$ cat src/hw/rtl/gpsc_pkg.sv
package gpsc_pkg;

  // Item kinds. The spare code is handled like a report.
  localparam logic [1:0] KIND_ADD    = 2'd0;
  localparam logic [1:0] KIND_QUERY  = 2'd1;
  localparam logic [1:0] KIND_REPORT = 2'd2;
  localparam logic [1:0] KIND_SPARE  = 2'd3;

  // Graph sizes.
  localparam int MaxNodes = 1024;
  localparam int MaxEdges = 2048;

  localparam int KindW   = 2;
  localparam int NodeW   = $clog2(MaxNodes);
  localparam int CfgW    = 11;
  localparam int CountW  = 32;
  localparam int PlenW   = 11;

  // One classified command, as it travels from the front to the back.
  typedef struct packed {
    logic [KindW-1:0] kind;
    logic             err;
    logic [NodeW-1:0] node_a;
    logic [NodeW-1:0] node_b;
  } cmd_t;

  localparam int CmdW = $bits(cmd_t);

endpackage

$ cat src/hw/rtl/gpsc_front.sv
module gpsc_front (
  input  logic                     clk,
  input  logic                     rst_n,
  input  logic                     cfg_wr_en,
  input  logic [10:0]              cfg_wr_data,
  input  logic                     in_tvalid,
  output logic                     in_tready,
  input  logic [1:0]               in_tuser,
  input  logic [23:0]              in_tdata,
  output logic                     cmd_valid,
  input  logic                     cmd_ready,
  output gpsc_pkg::cmd_t           cmd
);
  import gpsc_pkg::*;

  logic [CfgW-1:0] node_count_r;
  logic [CfgW-1:0] active_n;
  logic [NodeW-1:0] a, b;
  logic            range_err;

  // Node count register; values above the node limit act as the limit.
  always_ff @(posedge clk) begin
    if (!rst_n) begin
      node_count_r <= CfgW'(MaxNodes);
    end else if (cfg_wr_en) begin
      node_count_r <= cfg_wr_data;
    end
  end

  assign active_n = (node_count_r > CfgW'(MaxNodes)) ? CfgW'(MaxNodes) : node_count_r;
  assign a = in_tdata[NodeW-1:0];
  assign b = in_tdata[2*NodeW-1:NodeW];
  assign range_err = ({1'b0, a} >= active_n) || ({1'b0, b} >= active_n);

  // Classification only: queue lives in the top level.
  assign in_tready = cmd_ready;
  assign cmd_valid = in_tvalid;
  always_comb begin
    cmd.kind   = (in_tuser == KIND_ADD || in_tuser == KIND_QUERY) ? in_tuser : KIND_REPORT;
    cmd.err    = (in_tuser == KIND_ADD || in_tuser == KIND_QUERY) && range_err;
    cmd.node_a = a;
    cmd.node_b = b;
  end
endmodule

$ cat config.mk
export PLATFORM = sky130hd
export DESIGN_NAME = gpsc_front
export DESIGN_NICKNAME = d
export VERILOG_FILES = /design/src/hw/rtl/gpsc_pkg.sv /design/src/hw/rtl/gpsc_front.sv
export SDC_FILE = /design/constraint.sdc
export NUM_CORES = 1
export LEC_CHECK = 0
export BUFFER_PORTS_ARGS = -buffer_cell sky130_fd_sc_hd__clkbuf_2
export CORE_MARGIN = 3
export CORE_UTILIZATION = 43
export DETAILED_ROUTE_END_ITERATION = 8
export GPL_TIMING_DRIVEN = 1
export PLACE_DENSITY = 0.77
export SYNTH_ARGS = -nofsm -noshare
export SYNTH_HDL_FRONTEND = slang
export SYNTH_SLANG_ARGS = --single-unit
export TNS_END_PERCENT = 1
$ cat constraint.sdc
create_clock -name clk -period 2.1 [get_ports clk]
set_clock_uncertainty 0.15 [all_clocks]
set_input_delay 0 -clock clk [delete_from_list [all_inputs] [get_ports clk]]
set_output_delay 0 -clock clk [all_outputs]
set_load 0.01 [all_outputs]
==> After elaboration in Yosys (flattened, before gate mapping) <==
Cells that the tools add are included.
W data, S select, Z words.
{ "classes": {"order_cmp": 3, "reduce_logical": 4, "n_eq_ne": 1, "mux": 2} }
{ "ops": {"columns": ["operator", "n"], "rows": [
  ["$ge A10 B11 Y1", 2],
  ["$gt A11 B11 Y1 const B", 1],
  ["$mux W11", 1],
  ["$eq A2 B1 Y1 const B", 1],
  ["$logic_not A2 Y1", 1],
  ["$logic_or A1 B1 Y1", 2],
  ["$mux W2", 1],
  ["$logic_and A1 B1 Y1", 1]
]} }
{ "word_totals": {"in_bits": 42, "reg_bits": 11, "wordCells": 11} }

==> Longest topological paths before layout <==
{ "logic_depth": {"ltp_word": 5, "depth_mapped": 8, "mapped_depth_nobuf": 7} }

==> Worst setup path before layout <==
No wires, ideal clock.
{ "synth_path": {"kind": "register to output", "startpoint": "reg node_count_r[10]", "endpoint": "out cmd[20] (netlist name)", "stages_incl_launch_ff": 8, "path_buffers": 1, "arrival_time_ns": 1.596, "slack_ns": 0.354, "cell_sequence": "dfxtp_1 -> clkbuf_1 -> nand2b_1 -> ha_1 -> a211oi_2 -> a31oi_1 -> nor3_1 -> o221ai_2"} }
{ "synth_rtl": {"columns": ["item", "line", "text"], "rows": [
  ["start, declared", "gpsc_front.sv:16", "logic [CfgW-1:0] node_count_r;"],
  ["start signal, assigned", "gpsc_front.sv:24", "node_count_r <= CfgW'(MaxNodes);"],
  ["start signal, assigned", "gpsc_front.sv:26", "node_count_r <= cfg_wr_data;"],
  ["end, declared", "gpsc_front.sv:12", "output gpsc_pkg::cmd_t cmd"]
]} }

==> metrics.txt <==
Power, Total roughly 610 uW; largest registers node_count_r: 11 flops; # fillers about 180; largest net degree at the start of global routing 15; Horiz. Die Dim 56.6 um; critical path required time a little under 2 ns; global-route usage over all layers roughly 17%; Iter 0 DRT Violations 12; critical path type reg2out; GP Congestion just under 0.9; Die Footprint 0.00320 mm^2; vias per std cell about 5; vias in the first global route slightly above 1000; Ys Warns 0; setup tns final 0 ns; Pins Over Slew Limit 0; Sw Ratio between 20% and 30%; gr ovfl total 0; Yosys top cell area share between 20 and 25%; R2R Setup Slk slightly above 0.7 ns; Setup crit end kind primary output; ant diodes 0; syn avg cell area around 9.0 um^2; Rel. slew slack between 70% and 80%; synthesized cell area roughly 0.0011 mm^2; wire per inst 13.0 um; P&R area growth vs syn 51.3%; startpoint types register; critical path peak fanout 14; most frequent cells in the layout clkbuf_2, dlygate4sd3_1, ha_1; DR DRC count 0; Top reg by flops node_count_r; sequential area share after synthesis 20.0%; Clk Latency, worst-skew pair 0.27 ns; total CTS buffers 3; via count approximately 1100; Tcrit/Tclk final 96.8%; critical path data arrival time about 1.9 ns; Die Ht roughly 57 um; switching power 183 uW; initial antenna violation count 0; drt pass-1 iters 4; status complete, no violations; Core Area roughly 0.0023 mm^2; CTS Sinks 11; CTS tree done; commonest non-fill, non-tap cell in the layout clkbuf_2; Synth Register Bits 11; IR drop worst, VDD 0.424 mV; Power Dens Cells 368 mW/mm^2; Netlist cell types 24; DP HPWL ~2.0 mm; DRT Wirelength ~2.8 mm; layout cells sized above 1 45.7%; Max-cap violations 0; worst-case clock buffer depth 2; final setup violation count 0; IO Pins between 60 and 70; Yosys top cell by area ha_1; Reg power frac about two fifths; Tightest Pin Transition 0.351 ns; unrepaired setup endpoints after global routing true; count of buffers from port buffering just under 60; H-tree Lvls 1; Post-Syn Nets around 190; Pint roughly 430 uW; leak pwr ~0.00084 uW; hold crit path type in2out; # rows 17; ranking of synthesized cells by area ha_1, dfxtp_1, buf_4; fmax 492 MHz; Period minus WS final 2.03 ns; Combinational Power Share between 30% and 40%; Routed Antenna Nets 0; Clock power frac a little under a quarter; Initial Utilization a little under half; max reg flops 11; Synth Instances between 100 and 150; nets@finish about 250; global-route wire length before repair roughly 4.3 mm; final hold vios 0; Root Buffer clkbuf_4; Clock Pin Slew Worst Setup and Hold Paths around 0.070 ns
[cell families after synthesis]
kind of cell	share of synthesized area, %
mux	10.0
simple gates	19.7
fa+ha+maj	22.7
buf+inv	17.4
flops	20.0
compound gates	10.2
[routing by layer]
layer,global-route usage (%),routed length [um]
met1,19.9,1090
met2,30.4,1470
met3,2.53,168
met4,7.80,35
met5,0,0
[path summary, 6_finish.rpt]
check | start | end | depth (start not counted)
hold reg to reg | node_count_r[0]$_SDFFE_PN0P_ | node_count_r[0]$_SDFFE_PN0P_ | 3
setup / recovery | node_count_r[10]$_SDFFE_PN1P_ | cmd[20] | 7
setup reg to reg | node_count_r[10]$_SDFFE_PN1P_ | node_count_r[10]$_SDFFE_PN1P_ | 3
hold / removal | in_tdata[10] | cmd[0] | 2
[worst max-delay path: stages (launching register included)]
cell and delay (ns):
dfxtp_4 0.39, nand2b_4 0.15, ha_1 0.28, nand4_1 0.16, nor3_2 0.23, nor3_2 0.07
o221ai_2 0.16, buf_2 0.16
[final cells by class]
type	count	area, um^2	area share [%]
inverter	2	7.51	0.451
timing repair buffer	83	538	32.3
multi-input combinational	84	835	50.1
sequential	11	224	13.4
clock buffer	4	26.3	1.58
tap	28	35.0	2.10
[synthesized netlist by cell type]
cell type  count
a211oi_1       1
a211oi_2       1
a21o_1         2
a21oi_1        4
a31oi_1        1
buf_4         23
clkbuf_1       3
dfxtp_1       11
ha_1          20
inv_1          2
mux2i_1       11
nand2_1        4
nand2b_1       9
nand3_1        3
nand4_1        2
nand4b_1       2
nor2_1         1
nor2b_1       12
nor3_1         3
o21a_1         2
o21ai_0        3
o221ai_2       1
o22ai_1        1
or2_1          1
[metrics by stage]
stage / hold slack (ns) / util, % / instances / setup WS, ns / area (um^2)
3_3_place_gp: -0.150 / 53.6 / 183 / 0.201 / 1240
4_1_cts: 0.0586 / 66.2 / 211 / 0.00434 / 1540
3_5_place_dp: -0.150 / 53.6 / 183 / 0.140 / 1240
6_report: 0.0552 / 71.8 / 212 / 0.0674 / 1670
5_1_grt: 0.0680 / 71.8 / 212 / -0.0127 / 1670
2_1_floorplan: -0.104 / - / 123 / 0.354 / 1100
[repair_timing]
action                                  in CTS  in global routing
hold buffers                                24                  0
gates cloned                                 0                  0
resized for setup                            5                 19
endpoints found under the hold margin       13                  0
pin swaps                                    1                  3
endpoints found under the setup margin       1                  1
setup buffers                                0                  1
[power groups by stage]
stage	clock, uW	combinational [uW]	sequential (uW)
2_1_floorplan	0	130	231
3_3_place_gp	0	164	235
3_5_place_dp	0	171	235
4_1_cts	150	212	232
5_1_grt	162	261	238
6_report	142	235	236
Note: power is estimated with default switching activity, not from simulation.
