[src/hw/rtl/gpsc_pkg.sv]
package gpsc_pkg;

  // Item kinds. The spare code is handled like a report.
  localparam logic [1:0] KIND_ADD    = 2'd0;
  localparam logic [1:0] KIND_QUERY  = 2'd1;
  localparam logic [1:0] KIND_REPORT = 2'd2;
  localparam logic [1:0] KIND_SPARE  = 2'd3;

  // Graph sizes.
  localparam int MaxNodes = 1024;
  localparam int MaxEdges = 2048;

  localparam int KindW   = 2;
  localparam int NodeW   = $clog2(MaxNodes);
  localparam int CfgW    = 11;
  localparam int CountW  = 32;
  localparam int PlenW   = 11;

  // One classified command, as it travels from the front to the back.
  typedef struct packed {
    logic [KindW-1:0] kind;
    logic             err;
    logic [NodeW-1:0] node_a;
    logic [NodeW-1:0] node_b;
  } cmd_t;

  localparam int CmdW = $bits(cmd_t);

endpackage

[src/hw/rtl/gpsc_queue.sv]
module gpsc_queue (
  input  logic           clk,
  input  logic           rst_n,
  input  logic           wr_valid,
  output logic           wr_ready,
  input  gpsc_pkg::cmd_t wr_data,
  output logic           rd_valid,
  input  logic           rd_ready,
  output gpsc_pkg::cmd_t rd_data
);
  import gpsc_pkg::*;

  // Two-entry queue between the front and the back.
  cmd_t       mem_r [2];
  logic       wp_r, rp_r;
  logic [1:0] cnt_r;
  logic       wr_en, rd_en;

  assign wr_ready = (cnt_r != 2'd2);
  assign rd_valid = (cnt_r != 2'd0);
  assign rd_data  = mem_r[rp_r];
  assign wr_en    = wr_valid && wr_ready;
  assign rd_en    = rd_valid && rd_ready;

  always_ff @(posedge clk) begin
    if (wr_en) begin
      mem_r[wp_r] <= wr_data;
    end
  end

  always_ff @(posedge clk) begin
    if (!rst_n) begin
      wp_r  <= 1'b0;
      rp_r  <= 1'b0;
      cnt_r <= 2'd0;
    end else begin
      if (wr_en) wp_r <= ~wp_r;
      if (rd_en) rp_r <= ~rp_r;
      cnt_r <= cnt_r + 2'(wr_en) - 2'(rd_en);
    end
  end
endmodule

[config.mk]
export PLATFORM = sky130hd
export DESIGN_NAME = gpsc_queue
export DESIGN_NICKNAME = d
export VERILOG_FILES = /design/src/hw/rtl/gpsc_pkg.sv /design/src/hw/rtl/gpsc_queue.sv
export SDC_FILE = /design/constraint.sdc
export NUM_CORES = 1
export LEC_CHECK = 0
export BUFFER_PORTS_ARGS = -buffer_cell sky130_fd_sc_hd__buf_2
export CAP_MARGIN = 10
export CORE_MARGIN = 2
export CORE_UTILIZATION = 31
export CTS_BUF_LIST = sky130_fd_sc_hd__clkbuf_8
export DETAILED_ROUTE_END_ITERATION = 8
export PLACE_DENSITY = 0.5
export SETUP_SLACK_MARGIN = 0.05
export SLEW_MARGIN = 25
export SYNTH_ARGS = -nofsm -noshare
export SYNTH_HDL_FRONTEND = slang
export SYNTH_SLANG_ARGS = --single-unit
[constraint.sdc]
create_clock -name clk -period 3.2 [get_ports clk]
set_clock_uncertainty 0.15 [all_clocks]
set_input_delay 0 -clock clk [delete_from_list [all_inputs] [get_ports clk]]
set_output_delay 0 -clock clk [all_outputs]
set_load 0.02 [all_outputs]
======== After elaboration in Yosys (flattened, before gate mapping) ========
Memory sizes are Yosys's and may differ from the RTL's. A register that Yosys moved wholly into a read port is not among the register bits.
Index checks and enable logic that the tools add are counted.
operators by class
  add/subtract/negate cells ............... 2
  multiply operators ...................... 0
  divide/modulo/power cells ............... 0
  magnitude comparators ................... 0
  equal/unequal tests ..................... 1
  shifts and indexed selects .............. 0
  mux-type cells .......................... 4
  bitwise logic cells ..................... 2
  reductions and logical operators ........ 3
operator list
  operator            count
  $mux 1              4
  $add 2x1->2         1
  $logic_and 1x1->1   2
  $ne 2x2->1 const B  1
  $not 1->1           2
  $reduce_bool 2->1   1
  $sub 2x1->2         1
word-level totals
  flip-flop bits (word level) ............. 4
  bits in latches ......................... 0
  bits in writable memories ............... 46
  bits in read-only memories .............. 0
  input port bits ......................... 27
  output and inout bits ................... 25
  logic and storage cells ................. 16
  memories kept ........................... 1
memories
  name   depth  width  read ports  clocked after memory_dff  wr ports  RTL line          RTL
  mem_r  2      23     1           1                         1         gpsc_queue.sv:14  cmd_t mem_r [2];

======== Logic depth before layout (Yosys ltp) ========
Gate-level depths: netlist of run 1.
  depth after elaboration ................. 4
  mapped depth ............................ 8
  depth with buffers taken out ............ 8

======== Worst setup path after synthesis of run 1 ========
No wires, ideal clock.
  path type ............................... register to register
  start point ............................. register cnt_r[0]
  end point ............................... memory mem_r[0][0] in the netlist's numbering, enable pin
  library setup time ...................... 0.403 ns
  data arrival time ....................... 1.740 ns
  required time ........................... 2.647 ns
  path slack .............................. 0.907 ns
  stages on the path, launching flop included .. 4
  path buffers ............................ 0
  period minus slack after synthesis ...... 2.293 ns
  path through ............................ dfxtp_1 > nand2b_1 > nand2_1 > nor2_1
on the way
  longest elaborated chain between the ends .. 4
ends and longest elaborated chain
  item                          RTL line          RTL
  start: declaration            gpsc_queue.sv:16  logic [1:0] cnt_r;
  start signal: assignment      gpsc_queue.sv:39  cnt_r <= cnt_r + 2'(wr_en) - 2'(rd_en);
  $ne 2x2->1                    gpsc_queue.sv:19  assign wr_ready = (cnt_r != 2'd2);
  net wr_ready                  gpsc_queue.sv:5   output logic wr_ready,
  $logic_and 1x1->1             gpsc_queue.sv:22  assign wr_en = wr_valid && wr_ready;
  $mux 1                        gpsc_queue.sv:26  if (wr_en) begin
  $mux 1 (implied by the code)  gpsc_queue.sv:27  mem_r[wp_r] <= wr_data;
  end: declaration              gpsc_queue.sv:14
The timed path passes the listed nets, and every way through them passes these cells.

======== Final worst setup path of run 1 ========
  start point ............................. register cnt_r[0]
  end point ............................... register cnt_r[1]
on the way
  longest elaborated chain between the ends .. 4
ends and longest elaborated chain
  item               RTL line
  $ne 2x2->1         gpsc_queue.sv:19
  $logic_and 1x1->1  gpsc_queue.sv:22
  $add 2x1->2        gpsc_queue.sv:39
  $sub 2x1->2 *      gpsc_queue.sv:39
Every way passes the cells marked *; elsewhere a longest branch is shown, timed or not.
A chain may end at the register's enable or synchronous reset.

==> impl_results.md, run 1 <==
- Number of buffers inserted by hold repair at cts: 26
- Critical path buffers and inverters: 1
- CTS clock-pin slew for the worst setup and hold paths: 0.09 ns
- Vias after detailed routing: 1,079
- Critical path start-end classification: reg2reg
- Highest cell delay on the worst timing path: about 0.37 ns
- Input/output buffers: 51
- Cell depth of the worst hold path: 2
- Worst setup slack for register-to-register paths: 1.36 ns
- Post-synthesis instance area: 1898 um2
- Number of routed nets with antenna violations: 0
- Gate family responsible for the most delay along the worst path: adder cells
- Final clock period utilization by the worst path: 57.53%
- Total Wirelength: 3296 um
- Initial core utilization: 32.06%
- Per-cell routed wire length: 12.93 um
- Top fanout value on the critical path: 4
- Post-synthesis async set-or-reset flop share: 0%
- Critical path endpoint category: register
- CTS tree: built
- EDFF count, synth: 46
- Number of antenna cells inserted: 0
- Leak: 1.011 nW
- Avg Inst Size Synth: 19.98 um2
- Overall die width: 82.25 um
- Net load switching power: approximately 540 uW
- Fraction of power consumed by the clock network: between 20% and 30%
- RSZ-0062 raised after global routing: false
- Power density over the cells: between 700 and 800 nW/um2
- Remaining DRCs: 0
- Critical path data arrival time: 1.88 ns
- Cells taking the most area after synthesis: sky130_fd_sc_hd__edfxtp_1 73%, sky130_fd_sc_hd__mux2_2 14%, sky130_fd_sc_hd__dfxtp_1 5.3%
- Hold WC Path Type: in2reg
- Sequential element share of the synthesized area: 78.05%
- Total setup buffers inserted after CTS: 0
- Most instantiated flip-flop cell in the synthesis netlist: sky130_fd_sc_hd__edfxtp_1
- Vias in the first global route: 1,099
- Number of warnings reported in the yosys synthesis log: 0
- Synthesized flop and latch total: between 50 and 60
- Most common cell in the netlist: sky130_fd_sc_hd__edfxtp_1
- CTS Buffer Depth: 2
- Worst Max-Slew Pin Slew: about 0.56 ns
- DR pass1 iterations: 4
- Die Y-Extent: 82.25 um
- Dpl cell area: 2242 um2
- Count of endpoints failing setup in the final report: 0
- Capture instance of the worst register-to-register path: cnt_r[1]
- Global-route wire length before repair: 4823 um
- Initial antenna violation count: 0
- Resize count post-CTS: 0
- Via-to-Cell Ratio: 4.231
- Setup TNS: 0 ns
- Clk_lat worst skew: 0.29 ns
- Cells along the critical path: nand2b_1 > nand2_1 > ha_1 > inv_1 > ha_1 > xnor2_1 > xnor2_1 > and2_1
- Pin count of the biggest net entering global routing: 24
- GRT Overall Usage: 9.998%
- Net switching share of the total power: ~28%
- Required time of the worst setup path: 3.24 ns
- Launch instance of the worst register-to-register path: cnt_r[0]
- Largest area contributor in the netlist: sky130_fd_sc_hd__edfxtp_1
- Initial DRC Count: 36
- Sink Count: 51
- Number of buffers added by the clock tree synthesis step: 5
- Final period demand of the worst path: 1.841 ns
- Net Count, Synth: 124
- Origin of the worst min-delay path: wr_data[21]
- I/O pin count: between 50 and 60
- Logic gate share of total power: 27.2%
- Unique cell type count in the Yosys netlist: 16
- Final instance area: roughly 2600 um2
- Core area: 5921 um2
- Row count: 28
- Top achievable clock speed: approximately 540 MHz
- Worst-case reg-to-reg path depth: 8
- Overflow left after global routing: 0
- Terminating pin of the worst hold path: mem_r[1][21]
- Nets: 208
- CP max stage cell: sky130_fd_sc_hd__dfxtp_1
- Final count of pins violating max slew: 0
- Count of maximum capacitance violations: 0
- Area added between synthesis and finish: 38.89%
- Top cell type's share of synthesized area: 72.78%
- Peak supply drop: 475.2 uV
- Hold Fails Final Rpt: 0
- Status: finished, final reports clean
- Fraction of layout cells with a size suffix above 1: 48.33%
- CTS H-tree lvls: 2
- Final core occ: 44.53%
- Int Pwr: 1.393 mW
- List of most frequent post-synthesis cells: 46 x sky130_fd_sc_hd__edfxtp_1, 23 x sky130_fd_sc_hd__mux2_2, 5 x sky130_fd_sc_hd__dfxtp_1
- Number of instances in the synthesized netlist: 95
- Startpoint type of the worst setup path: register
- Seq pwr share: 46.8%
- Detail Placement HPWL: 2172 um
- Relative max-transition margin: approximately 62%
- Cell at the root of the clock tree: sky130_fd_sc_hd__clkbuf_8
- Full die area: 6765 um2
- Final estimated routing congestion in global placement: about 0.56
==> through the flow <==
stage,setup slack [ns],total power [mW],cells,hold WS (ns)
after floorplan,0.9072,1.273,95,-0.05113
after global placement,1.417,1.420,221,0.03972
after detailed placement,1.362,1.434,221,0.04129
after CTS,1.060,1.964,255,0.2669
after global routing,1.197,2.030,255,0.2780
final,1.359,1.933,255,0.2731
==> registers in the layout, summed over array words and instances, names as in the netlist, named ones only <==
| register | cells |
|---|---|
| mem_r | 46 |
| cnt_r | 2 |
| rp_r | 1 |
| wp_r | 1 |
==> power groups by stage <==
stage               combinational, mW  sequential, mW  clock (mW)
floorplan                       0.390           0.882           0
global placement                0.503           0.917           0
detailed placement              0.510           0.924           0
CTS                             0.538           0.910       0.517
global route                    0.571           0.921       0.537
finish                          0.526           0.906       0.501
==> kinds of logic after synthesis <==
family / count (synthesis) / share of synthesized area (%)
AOI/OAI and AO/OA: 1 / 0.4615
xor gates and xnor gates: 3 / 1.385
adders and majority gates: 2 / 1.318
buffers and inverters: 3 / 1.384
DFF: 51 / 78.05
muxes: 24 / 14.17
and+or+nand+nor: 11 / 3.230
==> cells in the final DEF, fill, tap and decap left out <==
cell / instances
sky130_fd_sc_hd__and2_1: 2
sky130_fd_sc_hd__and3_1: 1
sky130_fd_sc_hd__buf_2: 51
sky130_fd_sc_hd__buf_4: 2
sky130_fd_sc_hd__bufinv_16: 2
sky130_fd_sc_hd__clkbuf_8: 5
sky130_fd_sc_hd__dfxtp_1: 4
sky130_fd_sc_hd__dfxtp_2: 1
sky130_fd_sc_hd__dlygate4sd3_1: 26
sky130_fd_sc_hd__edfxtp_1: 46
sky130_fd_sc_hd__ha_1: 2
sky130_fd_sc_hd__inv_1: 2
sky130_fd_sc_hd__mux2_2: 23
sky130_fd_sc_hd__mux2i_1: 1
sky130_fd_sc_hd__nand2_1: 2
sky130_fd_sc_hd__nand2b_1: 2
sky130_fd_sc_hd__nor2_2: 1
sky130_fd_sc_hd__nor2b_1: 2
sky130_fd_sc_hd__o21a_2: 1
sky130_fd_sc_hd__or2_2: 1
sky130_fd_sc_hd__xnor2_1: 3
==> layout make-up <==
cell class	instances	area, um2
fill	537	3284
multi-input combinational	41	392.9
sequential	51	1483
timing repair buffer	79	530.5
clock buffer	5	68.82
inverter	1	3.754
tap	75	93.84
clock inverter	3	63.81
==> how the worst max path moves through the flow <==
stage          startpoint     endpoint  cells past startpoint
2_1_floorplan    cnt_r[0]  mem_r[0][0]                      3
3_3_place_gp     register   rd_data[9]                      2
3_5_place_dp     cnt_r[0]     cnt_r[1]                      8
4_1_cts          register   rd_data[9]                      2
5_1_grt          cnt_r[0]     cnt_r[1]                      8
6_report         cnt_r[0]     cnt_r[1]                      8
==> metal layers <==
layer | global-route usage, % | vias up | wire length [um]
met5 | 0 | - | 0
met4 | 5.000 | 0 | 59
met3 | 3.152 | 4 | 188
met2 | 17.90 | 33 | 1679
met1 | 10.49 | 516 | 1368
li1 | - | 526 | -
Power figures use the tool's default switching activity.
==> run 2, diff against run 1 <==
clock period = 1.9 ns   (was 3.2 ns; I/O delays follow)
==> run 2 against run 1 <==
Power up 65%; clock-buffer cell count unchanged; cell area up 1.1%; wire length up 1.3%; worst hold slack better by 0.0029 ns; sequential power up 63%; worst setup slack worse by 1.2 ns; largest cell class unchanged.
==> impl_results.md, run 2 (synthesis results as in run 1) <==
- Status: finished, final reports clean
- Worst setup path startpoint: cnt_r[1]
- Capture instance of the worst register-to-register path: cnt_r[1]
- Number of routed nets with antenna violations: 0 (unchanged)
- Detail Placement HPWL: 2250 um (+3.6%)
- Fraction of layout cells with a size suffix above 1: 51.35% (+3.0 points)
- Sink Count: 51 (unchanged)
- Fraction of power consumed by the clock network: 22.4% (-3.5 points)
- Most used cells in the layout excluding fill and tap cells: 51 x sky130_fd_sc_hd__buf_2, 46 x sky130_fd_sc_hd__edfxtp_1, 26 x sky130_fd_sc_hd__dlygate4sd3_1
- Cells along the critical path: o21a_2 > ha_1 > inv_1 > ha_1 > xnor2_2 > xnor2_1 > and2_1
- Top fanout value on the critical path: 4 (unchanged)
- Number of antenna cells inserted: 0 (unchanged)
- Overflow left after global routing: 0 (unchanged)
- I/O pin count: 52 (unchanged)
- CTS Buffer Depth: 2 (unchanged)
- Initial DRC Count: 36 (unchanged)
- GRT Overall Usage: 10.65% (+0.65 points)
- Final instance area: 2665 um2 (+1.1%)
- Core area: 5921 um2 (unchanged)
- Peak supply drop: 489.1 uV (+2.9%)
- CTS clock-pin slew for the worst setup and hold paths: 0.08 ns (about the same)
- CP max stage cell: sky130_fd_sc_hd__dfxtp_2
- Startpoint type of the worst setup path: register
- Met2 Track Usage GR: 19.84% (+1.9 points)
- Power density over the cells: 1197 nW/um2 (+63%)
- Per-cell routed wire length: 12.85 um (-0.61%)
- CTS H-tree lvls: 2 (unchanged)
- Final WS setup: 0.1301 ns (-1.229 ns)
- Overall die width: 82.25 um (unchanged)
- Count of maximum capacitance violations: 0 (unchanged)
- Full die area: 6765 um2 (unchanged)
- Origin of the worst min-delay path: wr_data[22]
- Final core occ: 45.01% (+0.49 points)
- Filler Cell Count: 526 (-2.0%)
- Critical path start-end classification: reg2reg
- Int Pwr: 2.262 mW (+62%)
- Commonest non-fill, non-tap cell in the layout: sky130_fd_sc_hd__buf_2
- Worst slack, placed: 0.1248 ns (-1.238 ns)
- Final estimated routing congestion in global placement: 0.5757 (+2.3%)
- Dpl cell area: 2287 um2 (+2.0%)
- Hold WC Path Type: in2reg
- Cell depth of the worst hold path: 2 (unchanged)
- Top achievable clock speed: 565.0 MHz (+4.0%)
- Worst hold slack: 0.2760 ns (+0.002948 ns)
- Seq pwr share: 46.3% (-0.5 points)
- Highest cell delay on the worst timing path: 0.36 ns (about the same)
- Net switching share of the total power: 29.09% (+1.1 points)
- Worst Max-Slew Pin Slew: 0.2167 ns (-0.3471 ns)
- CTS tree: built
- Pin count of the biggest net entering global routing: 17 (-29%)
- Count of endpoints failing setup in the final report: 0 (unchanged)
- Net load switching power: 927.7 uW (+72%)
- Biggest register: mem_r
- Row count: 28 (unchanged)
- Hold Fails Final Rpt: 0 (unchanged)
- Launch instance of the worst register-to-register path: cnt_r[1]
- RSZ-0062 raised after global routing: false
- Leak: 1.027 nW (+1.6%)
- Relative max-transition margin: 85.55% (+23 points)
- Met1 Use GR: 10.77% (+0.28 points)
- Final count of pins violating max slew: 0 (unchanged)
- Vias after detailed routing: 1,101 (+2.0%)
- Input/output buffers: 51 (unchanged)
- Number of buffers added by the clock tree synthesis step: 5 (unchanged)
- Critical path endpoint category: register
- Setup TNS: 0 ns (unchanged)
- Vias in the first global route: 1,179 (+7.3%)
- Area added between synthesis and finish: 40.41%
- Nets: 213 (+2.4%)
- Initial core utilization: 32.06% (unchanged)
- Final clock period utilization by the worst path: 93.15% (+36 points)
- Biggest regs: mem_r (46), cnt_r (2)
- Largest register FFs: 46 (unchanged)
- Die Y-Extent: 82.25 um (unchanged)
- Worst-case reg-to-reg path depth: 7 (-1)
- Remaining DRCs: 0 (unchanged)
- Final period demand of the worst path: 1.770 ns (-0.07111 ns)
- Cell repeated most along the worst path: sky130_fd_sc_hd__ha_1
- Terminating pin of the worst hold path: mem_r[1][22]
- Clk_lat worst skew: 0.29 ns (about the same)
- Via-to-Cell Ratio: 4.235 (about the same)
- Critical path data arrival time: 1.81 ns (-0.07 ns)
- Initial antenna violation count: 0 (unchanged)
- Cell at the root of the clock tree: sky130_fd_sc_hd__clkbuf_8
- Total Wirelength: 3340 um (+1.3%)
- Global-route wire length before repair: 5181 um (+7.4%)
- Required time of the worst setup path: 1.94 ns (-1.30 ns)
- Met3 track demand over resource in global routing: 3.804% (+0.65 points)
- Worst setup slack for register-to-register paths: 0.13 ns (-1.23 ns)
- Logic gate share of total power: 31.4% (+4.2 points)
- Highest-utilization routing layer at the global route stage: met2
- DR pass1 iterations: 3 (-1)
==> run 2: cell types whose count changed in the layout (fill, tap and decap cells not counted), sizes merged <==
cell / before / now
buf: 53 / 58
clkinv: 0 / 2
bufinv: 2 / 1
inv: 2 / 1
==> run 2: worst max-delay path by stage <==
stage	end	slack [ns]	cells past startpoint
after global placement	cnt_r[1]	0.22	7
after global routing	cnt_r[1]	0.05	7
after CTS	cnt_r[1]	0.11	8
final	cnt_r[1]	0.13	7
after detailed placement	cnt_r[1]	0.12	8
after floorplan	cnt_r[1]	0.09	8
==> run 2: final cells by class <==
cell class	instances	area (um2)	area share, %
clock buffers	5	68.82	2.582
clock inverters	3	38.79	1.455
inverters	1	3.754	0.1408
multi-input cells	41	407.9	15.31
flip-flops and latches	51	1484	55.68
well taps	75	93.84	3.521
repair buffers	84	568.0	21.31
==> run 2: layer usage <==
| metal | up-vias | part of all wire [%] |
|---|---|---|
| li1 | 538 | - |
| met1 | 522 | 39 |
| met2 | 34 | 54 |
| met3 | 7 | 5.3 |
| met4 | 0 | 1.5 |
| met5 | - | 0 |
==> run 2: critical path, delay by kind of cell (launching register included) <==
family / cells / cell delay (ns)
buffers and inverters: 1 / 0.04
flip-flops: 1 / 0.36
AO/OA/AOI/OAI: 1 / 0.23
adder cells (fa/ha/maj): 2 / 0.48
XOR/XNOR: 2 / 0.27
AND/OR/NAND/NOR: 1 / 0.15
==> run 2: repair_timing <==
action                                  in CTS  in global routing
endpoints found under the hold margin       51                  0
resized for setup                            0                  3
buffers inserted                             0                  0
endpoints found under the setup margin       0                  1
hold buffers                                26                  0
==> run 2: stage by stage <==
step	total power [mW]	instances
2_1_floorplan	2.153	95
3_3_place_gp	2.437	226
3_5_place_dp	2.467	226
4_1_cts	3.235	260
5_1_grt	3.392	260
6_report	3.189	260
==> run 2: power groups by stage <==
stage,clock [mW],combinational [mW],sequential (mW)
final,0.713,1.00,1.48
after floorplan,0,0.665,1.49
after global routing,0.799,1.10,1.49
after CTS,0.748,1.02,1.47
after global placement,0,0.952,1.48
after detailed placement,0,0.971,1.50
==> run 3, diff against run 2 <==
ABC_AREA = 1   (was default)
==> run 3 against run 2 <==
Power about the same; clock-buffer cell count unchanged; first-iteration DRC count stayed put; worst hold slack got worse by 0.0041 ns; critical path type is now reg2out; register-to-register slack better by 0.07 ns; area after synthesis rose by 0.26%; cell count increased by 4.2%; combinational power hardly changed; global-route usage shrank 0.17 points; non-clock buffer count shrank 1; highest routed layer unchanged; sequential share of layout area is 0.14 points higher; critical path depth down 4.
==> impl_results.md, run 3 <==
- Most instantiated flip-flop cell in the synthesis netlist: sky130_fd_sc_hd__edfxtp_1
- Critical path data arrival time: 1.57 ns (-0.24 ns)
- Final core occ: 44.86% (-0.15 points)
- Cells along the critical path: buf_4 > mux2_2 > buf_2
- Area added between synthesis and finish: 39.58%
- Number of instances in the synthesized netlist: 107 (+13%)
- Sink Count: 51 (unchanged)
- Final count of pins violating max slew: 0 (unchanged)
- Fraction of layout cells with a size suffix above 1: 46.43% (-4.9 points)
- Biggest register: mem_r
- Int Pwr: 2.224 mW (-1.7%)
- Leak: 1.052 nW (+2.4%)
- Fraction of power consumed by the clock network: 22.2% (-0.2 points)
- Synthesized flop and latch total: 51 (unchanged)
- Initial core utilization: 32.14% (+0.085 points)
- Number of buffers added by the clock tree synthesis step: 5 (unchanged)
- Initial antenna violation count: 0 (unchanged)
- Gate family responsible for the most delay along the worst path: flip-flops
- Cells taking the most area after synthesis: sky130_fd_sc_hd__edfxtp_1 73%, sky130_fd_sc_hd__mux2_2 14%, sky130_fd_sc_hd__dfxtp_1 5.3%
- Top achievable clock speed: 582.5 MHz (+3.1%)
- Via-to-Cell Ratio: 4.277 (+1.0%)
- Pin count of the biggest net entering global routing: 16 (-1)
- Net switching share of the total power: 30.26% (+1.2 points)
- Number of warnings reported in the yosys synthesis log: 0 (unchanged)
- EDFF count, synth: 46 (unchanged)
- Net load switching power: 965.0 uW (+4.0%)
- Detail Placement HPWL: 2449 um (+8.8%)
- Cell at the root of the clock tree: sky130_fd_sc_hd__clkbuf_8
- Critical path buffers and inverters: 2 (+1)
- Startpoint type of the worst setup path: register
- Remaining DRCs: 0 (unchanged)
- Per-cell routed wire length: 12.85 um (about the same)
- Overflow left after global routing: 0 (unchanged)
- CTS Buffer Depth: 2 (unchanged)
- Power density over the cells: 1201 nW/um2 (+0.32%)
- Core area: 5921 um2 (unchanged)
- Met3 track demand over resource in global routing: 3.043% (-0.76 points)
- Hold WC Path Type: in2reg
- Biggest regs: mem_r (46), cnt_r (2)
- Xor/xnor cell area share of the yosys netlist: 0% (-1.4 points)
- Hold Fails Final Rpt: 0 (unchanged)
- Largest register FFs: 46 (unchanged)
- Setup TNS: 0 ns (unchanged)
- Critical path start-end classification: reg2out
- Highest cell delay on the worst timing path: 0.51 ns (+0.15 ns)
- List of most frequent post-synthesis cells: 46 x sky130_fd_sc_hd__edfxtp_1, 23 x sky130_fd_sc_hd__mux2_2, 9 x sky130_fd_sc_hd__nand2_1
- Vias in the first global route: 1,115 (-5.4%)
- Seq pwr share: 46.8% (+0.5 points)
- Share of synthesized cell area in full adder, half adder and majority cells: 1.315% (-0.0035 points)
- Worst Max-Slew Pin Slew: 0.3111 ns (+0.09443 ns)
- Global-route wire length before repair: 5064 um (-2.3%)
- Post-synthesis async set-or-reset flop share: 0% (unchanged)
- Die Y-Extent: 82.35 um (+0.12%)
- GRT Overall Usage: 10.48% (-0.17 points)
- Row count: 28 (unchanged)
- Logic gate share of total power: 31.0% (-0.4 points)
- Mux share of post-synthesis cell area: 13.61% (-0.56 points)
- Critical path endpoint category: output pin
- Met2 Track Usage GR: 19.19% (-0.65 points)
- Status: finished, final reports clean
- Commonest non-fill, non-tap cell in the layout: sky130_fd_sc_hd__buf_2
- Worst hold slack: 0.2719 ns (-0.004105 ns)
- CTS clock-pin slew for the worst setup and hold paths: 0.09 ns (about the same)
- CP max stage cell: sky130_fd_sc_hd__dfxtp_1
- Clk_lat worst skew: 0.29 ns (about the same)
- Met1 Use GR: 11.53% (+0.76 points)
- Avg Inst Size Synth: 17.79 um2 (-11%)
- CTS tree: built
- Basic-gate share of the synthesized area counting and, or, nand and nor cells: 4.142% (+0.91 points)
- Final clock period utilization by the worst path: 90.36% (-2.8 points)
- RSZ-0062 raised after global routing: false
- Final estimated routing congestion in global placement: 0.7106 (+23%)
- Peak supply drop: 500.3 uV (+2.3%)
- Overall die width: 82.35 um (+0.12%)
- Full die area: 6782 um2 (+0.24%)
- CTS H-tree lvls: 2 (unchanged)
- Post-synthesis instance area: 1903 um2 (+0.26%)
- DR pass1 iterations: 4 (+1)
- Sequential element share of the synthesized area: 77.84% (-0.21 points)
- Total Wirelength: 3482 um (+4.3%)
- Count of maximum capacitance violations: 0 (unchanged)
- Required time of the worst setup path: 1.75 ns (-0.19 ns)
- Net Count, Synth: 136 (+9.7%)
- Nets: 224 (+5.2%)
- Unique cell type count in the Yosys netlist: 10 (-6)
- Count of endpoints failing setup in the final report: 0 (unchanged)
- Initial DRC Count: 36 (unchanged)
- Vias after detailed routing: 1,159 (+5.3%)
- Number of routed nets with antenna violations: 0 (unchanged)
- Most common cell in the netlist: sky130_fd_sc_hd__edfxtp_1
- Top cell type's share of synthesized area: 72.58% (-0.19 points)
- Most used cells in the layout excluding fill and tap cells: 51 x sky130_fd_sc_hd__buf_2, 46 x sky130_fd_sc_hd__edfxtp_1, 26 x sky130_fd_sc_hd__dlygate4sd3_1
- Largest family of logic cells by synthesized area: multiplexers
- Final period demand of the worst path: 1.717 ns (-0.05313 ns)
- Largest area contributor in the netlist: sky130_fd_sc_hd__edfxtp_1
- I/O pin count: 52 (unchanged)
- Highest-utilization routing layer at the global route stage: met2
- Relative max-transition margin: 79.23% (-6.3 points)
- Input/output buffers: 51 (unchanged)
- Top fanout value on the critical path: 9 (+5)
- Number of antenna cells inserted: 0 (unchanged)
- Share of the synthesized area in compound gates (AO/OA/AOI/OAI): 0.5260% (+0.065 points)
run 3: cell count changes after synthesis, moves of 3 or more:
cell,change
sky130_fd_sc_hd__nor2_1,+7
sky130_fd_sc_hd__nand2_1,+7
sky130_fd_sc_hd__xnor2_1,-3
sky130_fd_sc_hd__nand3_1,+3
sky130_fd_sc_hd__inv_1,+6
run 3: cells by family after synthesis:
group	count (synthesis)
AND/OR/NAND/NOR	20
adder cells (fa/ha/maj)	2
buffers and inverters	9
multiplexers	23
flip-flops	51
AO/OA/AOI/OAI	2
run 3: final timing paths:
kind                            startpoint           to  slack [ns]  cells past startpoint
worst max register to register    cnt_r[0]     cnt_r[1]        0.20                     11
worst max-delay path              register   rd_data[7]        0.18                      3
worst min register to register        rp_r         rp_r        0.37                      2
worst min-delay path            wr_data[4]  mem_r[1][4]        0.27                      2
run 3: cell type report:
class                      count  area, um2
fill                         552       3264
sequential                    51       1483
timing repair buffer          83      560.5
multi-input combinational     47      385.4
tap                           75      93.84
clock buffer                   5      68.82
clock inverter                 3      38.79
inverter                       7      26.28
run 3: stage by stage:
step                worst slack [ns]  instances  instance area [um2]  power, mW
finish                        0.1832        271                 2656      3.189
global route                 0.07102        271                 2656      3.377
CTS                          0.07255        271                 2650      3.232
detailed placement           0.09595        237                 2282      2.471
global placement              0.2920        237                 2282      2.422
floorplan                     0.1486        107                 1911      2.149
run 3: power groups by stage:
stage	registers [mW]	logic [mW]	clock network [mW]
finish	1.49	0.987	0.709
global route	1.51	1.08	0.785
CTS	1.49	1.00	0.741
detailed placement	1.52	0.954	0
global placement	1.51	0.917	0
floorplan	1.50	0.653	0
run 3: what timing repair did:
| action | in CTS | in global routing |
|---|---|---|
| endpoints found under the hold margin | 51 | 0 |
| buffers inserted | 0 | 0 |
| setup endpoints to repair | 0 | 1 |
| resized for setup | 0 | 3 |
| hold buffers | 26 | 0 |
run 3: per-layer routing:
| metal | part of all wire [%] | routed length, um |
|---|---|---|
| met1 | 41 | 1445 |
| met2 | 50 | 1749 |
| met3 | 7.0 | 244 |
| met4 | 1.2 | 42 |
| met5 | 0 | 0 |
run 3: worst register-to-register path, cell delays in order (launching register included):
cell and delay (ns):
sky130_fd_sc_hd__dfxtp_2 0.35, sky130_fd_sc_hd__inv_1 0.06, sky130_fd_sc_hd__nand2_2 0.10, sky130_fd_sc_hd__nand2_2 0.09
sky130_fd_sc_hd__ha_1 0.29, sky130_fd_sc_hd__inv_1 0.05, sky130_fd_sc_hd__ha_1 0.20, sky130_fd_sc_hd__inv_1 0.06
sky130_fd_sc_hd__nand2_1 0.06, sky130_fd_sc_hd__nand3_1 0.07, sky130_fd_sc_hd__nand2_1 0.06, sky130_fd_sc_hd__nor2_1 0.10
